### config.mk
export PLATFORM = sky130hd
export DESIGN_NAME = psrv_ctrl
export DESIGN_NICKNAME = d
export VERILOG_FILES = /design/src/rtl/psrv_pkg.sv /design/src/rtl/psrv_ctrl.sv
export SDC_FILE = /design/constraint.sdc
export NUM_CORES = 1
export LEC_CHECK = 0
export ABC_AREA = 1
export BUFFER_PORTS_ARGS = -buffer_cell sky130_fd_sc_hd__buf_2
export CAP_MARGIN = 20
export CELL_PAD_IN_SITES_DETAIL_PLACEMENT = 1
export CELL_PAD_IN_SITES_GLOBAL_PLACEMENT = 1
export CORE_MARGIN = 3
export CORE_UTILIZATION = 38
export CTS_CLUSTER_DIAMETER = 40
export CTS_CLUSTER_SIZE = 10
export DETAILED_ROUTE_END_ITERATION = 8
export PLACE_DENSITY = 0.81
export SLEW_MARGIN = 10
export SYNTH_ARGS = -nofsm -noshare
export SYNTH_HDL_FRONTEND = slang
export SYNTH_SLANG_ARGS = --single-unit
### constraint.sdc
create_clock -name i_clk -period 2.3 [get_ports i_clk]
set_input_delay 0.69 -clock i_clk [delete_from_list [all_inputs] [get_ports i_clk]]
set_output_delay 0.69 -clock i_clk [all_outputs]
set_load 0.005 [all_outputs]
### src/rtl/psrv_pkg.sv
`default_nettype none
package psrv_pkg;

    localparam int MAX_SPAN_DEF   = 64;
    localparam int PHASE_BITS_DEF = 16;

    localparam int WIN_W   = 7;
    localparam int WL_W    = 20;
    localparam int TICK_W  = 36;
    localparam int TS_W    = 32;
    localparam int QUOT_W  = 32;
    localparam int CFG_IDX_W  = 2;
    localparam int CFG_DATA_W = 36;

    localparam logic [WIN_W-1:0]  WINDOW_LEN_RST = 7'd8;
    localparam logic [WL_W-1:0]   WAVELENGTH_RST = 20'd46000;
    localparam logic [TICK_W-1:0] TICK_HZ_RST    = 36'd32768;
    localparam logic [TS_W-1:0]   MIN_SPAN_RST   = 32'd1;

    typedef enum logic [CFG_IDX_W-1:0] {
        REG_WINDOW_LEN = 2'd0,
        REG_WAVELENGTH = 2'd1,
        REG_TICK_HZ    = 2'd2,
        REG_MIN_SPAN   = 2'd3
    } t_cfg_reg;

    localparam logic [1:0] ST_VALID      = 2'd0;
    localparam logic [1:0] ST_NOT_FILLED = 2'd1;
    localparam logic [1:0] ST_SPAN_SMALL = 2'd2;

    typedef struct packed {
        logic [15:0]     phase;
        logic [TS_W-1:0] timestamp;
    } t_in_item;

    typedef struct packed {
        logic [1:0]         status;
        logic signed [31:0] velocity_um_s;
        logic [TS_W-1:0]    span_ticks;
    } t_out_item;

    typedef struct packed {
        logic take_in;
        logic upd;
        logic abs_en;
        logic mul_a;
        logic mul_lo;
        logic mul_hi;
        logic prep;
        logic div_step;
        logic load_out;
    } t_psrv_cmd;

    typedef struct packed {
        logic filled;
        logic span_bad;
        logic sat;
        logic div_done;
    } t_psrv_sts;

endpackage
`default_nettype wire

### src/rtl/psrv_ctrl.sv
`default_nettype none
module psrv_ctrl (
    input  wire logic                i_clk,
    input  wire logic                i_rst_n,
    input  wire logic                i_in_valid,
    output logic                     o_in_ready,
    output logic                     o_out_valid,
    input  wire logic                i_out_ready,
    input  wire psrv_pkg::t_psrv_sts i_sts,
    output psrv_pkg::t_psrv_cmd      o_cmd
);
    import psrv_pkg::*;

    typedef enum logic [10:0] {
        S_IDLE  = 11'b000_0000_0001,
        S_RD    = 11'b000_0000_0010,
        S_UPD   = 11'b000_0000_0100,
        S_CHK   = 11'b000_0000_1000,
        S_ABS   = 11'b000_0001_0000,
        S_MULA  = 11'b000_0010_0000,
        S_MULLO = 11'b000_0100_0000,
        S_MULHI = 11'b000_1000_0000,
        S_PREP  = 11'b001_0000_0000,
        S_DIV   = 11'b010_0000_0000,
        S_FIN   = 11'b100_0000_0000
    } t_state;

    t_state r_state, n_state;
    logic   r_out_valid, n_out_valid;
    logic   out_free;

    assign out_free    = !r_out_valid || i_out_ready;
    assign o_in_ready  = (r_state == S_IDLE);
    assign o_out_valid = r_out_valid;

    always_comb begin
        n_state = r_state;
        o_cmd   = '0;
        unique case (r_state)
            S_IDLE: begin
                if (i_in_valid) begin
                    o_cmd.take_in = 1'b1;
                    n_state       = S_RD;
                end
            end
            S_RD: n_state = S_UPD;
            S_UPD: begin
                o_cmd.upd = 1'b1;
                n_state   = S_CHK;
            end
            S_CHK: begin
                // short path when no velocity is due
                if (!i_sts.filled || i_sts.span_bad) begin
                    n_state = S_FIN;
                end else begin
                    n_state = S_ABS;
                end
            end
            S_ABS: begin
                o_cmd.abs_en = 1'b1;
                n_state      = S_MULA;
            end
            S_MULA: begin
                o_cmd.mul_a = 1'b1;
                n_state     = S_MULLO;
            end
            S_MULLO: begin
                o_cmd.mul_lo = 1'b1;
                n_state      = S_MULHI;
            end
            S_MULHI: begin
                o_cmd.mul_hi = 1'b1;
                n_state      = S_PREP;
            end
            S_PREP: begin
                o_cmd.prep = 1'b1;
                n_state    = S_DIV;
            end
            S_DIV: begin
                // skip the quotient when it saturates anyway
                if (i_sts.sat) begin
                    n_state = S_FIN;
                end else begin
                    o_cmd.div_step = 1'b1;
                    if (i_sts.div_done) begin
                        n_state = S_FIN;
                    end
                end
            end
            S_FIN: begin
                if (out_free) begin
                    o_cmd.load_out = 1'b1;
                    n_state        = S_IDLE;
                end
            end
            default: n_state = S_IDLE;
        endcase
    end

    always_comb begin
        n_out_valid = r_out_valid;
        if (o_cmd.load_out) begin
            n_out_valid = 1'b1;
        end else if (i_out_ready) begin
            n_out_valid = 1'b0;
        end
    end

    always_ff @(posedge i_clk) begin
        if (!i_rst_n) begin
            r_state     <= S_IDLE;
            r_out_valid <= 1'b0;
        end else begin
            r_state     <= n_state;
            r_out_valid <= n_out_valid;
        end
    end

endmodule
`default_nettype wire

==> results.yml <==
outcome:
  status: "finished, final reports clean"
worst_setup_path:
  worstPathArrival_ps: 1400
  rrSetupSlack_ps: 970
  start_kind: "flop"
  criticalPathCategory: "flop to output port"
  cp-end-kind: "output port"
  worstPathRequired_ps: 1610
  worstPathMaxFanout: 5
synthesis:
  synthDistinctLibCells: 22
  synth.net_count: 126
  synthArstFlopShare_pct: 0
  synthCells: 118
  synth_edf_count: 0
  ys_ff_latch: 12
  synth.most_common_cell: "nand2_1"
  synth_top_area_share_pct: 30.7
  synthFlopType: "dfxtp_1"
  yosysTopAreaCell: "dfxtp_1"
  synth.avg_cell_area_sq_um: 6.63
  netlist_area_sq_um: 782
  synth_area_leaders: "dfxtp_1, nand2_1, inv_1"
  synth.cells.most_frequent: "nand2_1, inv_1, nor2_1, dfxtp_1, nor3_1"
  seq_area_frac_synth_pct: 30.7
  yosys_warnings: 0
grt:
  grt_overflow_total: 0
  grt_antenna_before_repair: 0
  grt_pass1_vias: 785
  grt_pass1_wl_mm: 3.24
  grt_use_total_pct: 16.3
  grt_max_degree: 11
clock_network:
  numCtsBuffers: 3
  worstSkewPairLatency_ps: 260
  cts_tree: "done"
  cts_resized: 0
  cts.clk_slew.worst_paths_ps: 70
  cts_root_buf: "clkbuf_4"
  cts_setup_buffers: 0
  htree_levels: 1
  clk_path_buf_depth: 2
  cts_hold_buf: 0
  clkSinkCount: 12
timing:
  clock.fmax_mhz: 478
  setup_viol: 0
  layout_setup_ws_ps: 210
  setup-tns-final_ps: 0
  min_period_ps: 2090
  clock_skew_ps: 0.564
  tightest_slew_ps: 310
  drv_slew: 0
  relSlewSlack_pct: 79.2
  hold_viol: 0
  fin_crit_sh_pct: 90.9
  rsz0062_at_grt: "no"
routing:
  remaining_drc_errors: 0
  wl_mm: 1.84
  wire_per_inst_microns: 11.3
  vias_per_cell: 4.66
  drt_iter0_drc: 8
  dr.pass1.iters: 4
  via_count: 759
  detail-route-antenna-nets: 0
finish:
  layout-drive-gt1-share_pct: 29.0
  n_antenna_cell: 0
  final_area_sq_um: 918
  final_util_pct: 49.9
  area_delta_synth_final_pct: 17.4
  nets: 148
floorplanning:
  core_sq_um: 1840
  die_h_microns: 51.4
  io-pin-count: 19
  row_count: 15
  dieArea_sq_um: 2640
  start_util_pct: 42.5
  die_w_microns: 51.4
place:
  port_buffers: 18
  hpwl_mm: 1.54
  gp_congestion: 0.750
  post-place-ws_ps: 374
  place_area_sq_um: 896
min_path:
  hp-class: "flop to flop"
power:
  power_density_nw_per_um2: 855
  ir_worst_vdd_uv: 428
  leakagePower_nw: 0.504
run:
  maxCapViolCount: 0
layer usage:
layer	global-route usage (%)	wire length (microns)	vias to the layer above
met2	29.9	931	19
met3	2.62	79	2
met5	0	0	-
li1	-	-	394
met1	18.3	813	344
met4	6.55	17	0
worst max-delay path, cell delays in order (launching register included):
cell and delay [ps]:
dfxtp_1 360, nor2_4 170, nand2_4 90, nor2_8 140, nand3_1 170, inv_1 90, buf_2 110
final cells by class:
type	count	area (sq um)
Fill cell	269	921
Multi-Input combinational cell	78	430
Sequential cell	12	240
Inverter	27	104
Timing Repair Buffer	18	90.1
Tap cell	25	31.3
Clock buffer	3	22.5
sequential cells by signal, indices dropped and copies added, names as in the netlist:
signal / flops
r_state: 11
o_out_valid: 1
logic make-up after synthesis:
kind of cell / after synthesis / synth area share [%]
buffers and inverters: 28 / 14.2
AOI/OAI and AO/OA: 6 / 5.44
DFF: 12 / 30.7
and+or+nand+nor: 72 / 49.6
cells in the final DEF, fill, tap and decap left out:
cell type   n
nand3_4     1
and3_1      1
inv_1      24
clkbuf_4    3
nand2_4     2
o21bai_2    1
nor2_4      2
clkinv_1    2
o211ai_1    1
nand3_2     4
nand2_1    25
nand2_2     1
nor3_1     10
buf_2      18
nor2_2      5
o21ai_0     2
nor2_1     18
dfxtp_1    12
inv_4       1
nand3_1     2
nor2_8      1
o21ai_1     1
a21oi_2     1
worst paths after layout:
path / end / from / cells past startpoint
max: o_cmd[2] / r_state[2] / 6
min: r_state[10] / r_state[10] / 4
max reg2reg: r_state[0] / r_state[2] / 8
min reg2reg: r_state[10] / r_state[10] / 4
stage by stage:
stage / power (W) / instances / hold slack [ps]
finish: 0.000786 / 163 / 567
global route: 0.000852 / 163 / 615
CTS: 0.000796 / 163 / 572
detailed placement: 0.000668 / 160 / 558
global placement: 0.000657 / 160 / 550
floorplan: 0.000576 / 118 / 525
power breakdown:
group	total, W	internal [W]	switching, W
logic	0.000401	0.000146	0.000255
clock network	0.000128	0.0000604	0.0000672
registers	0.000257	0.000236	0.0000205
total	0.000786	0.000443	0.000343
Note: power is estimated with default switching activity, not from simulation.
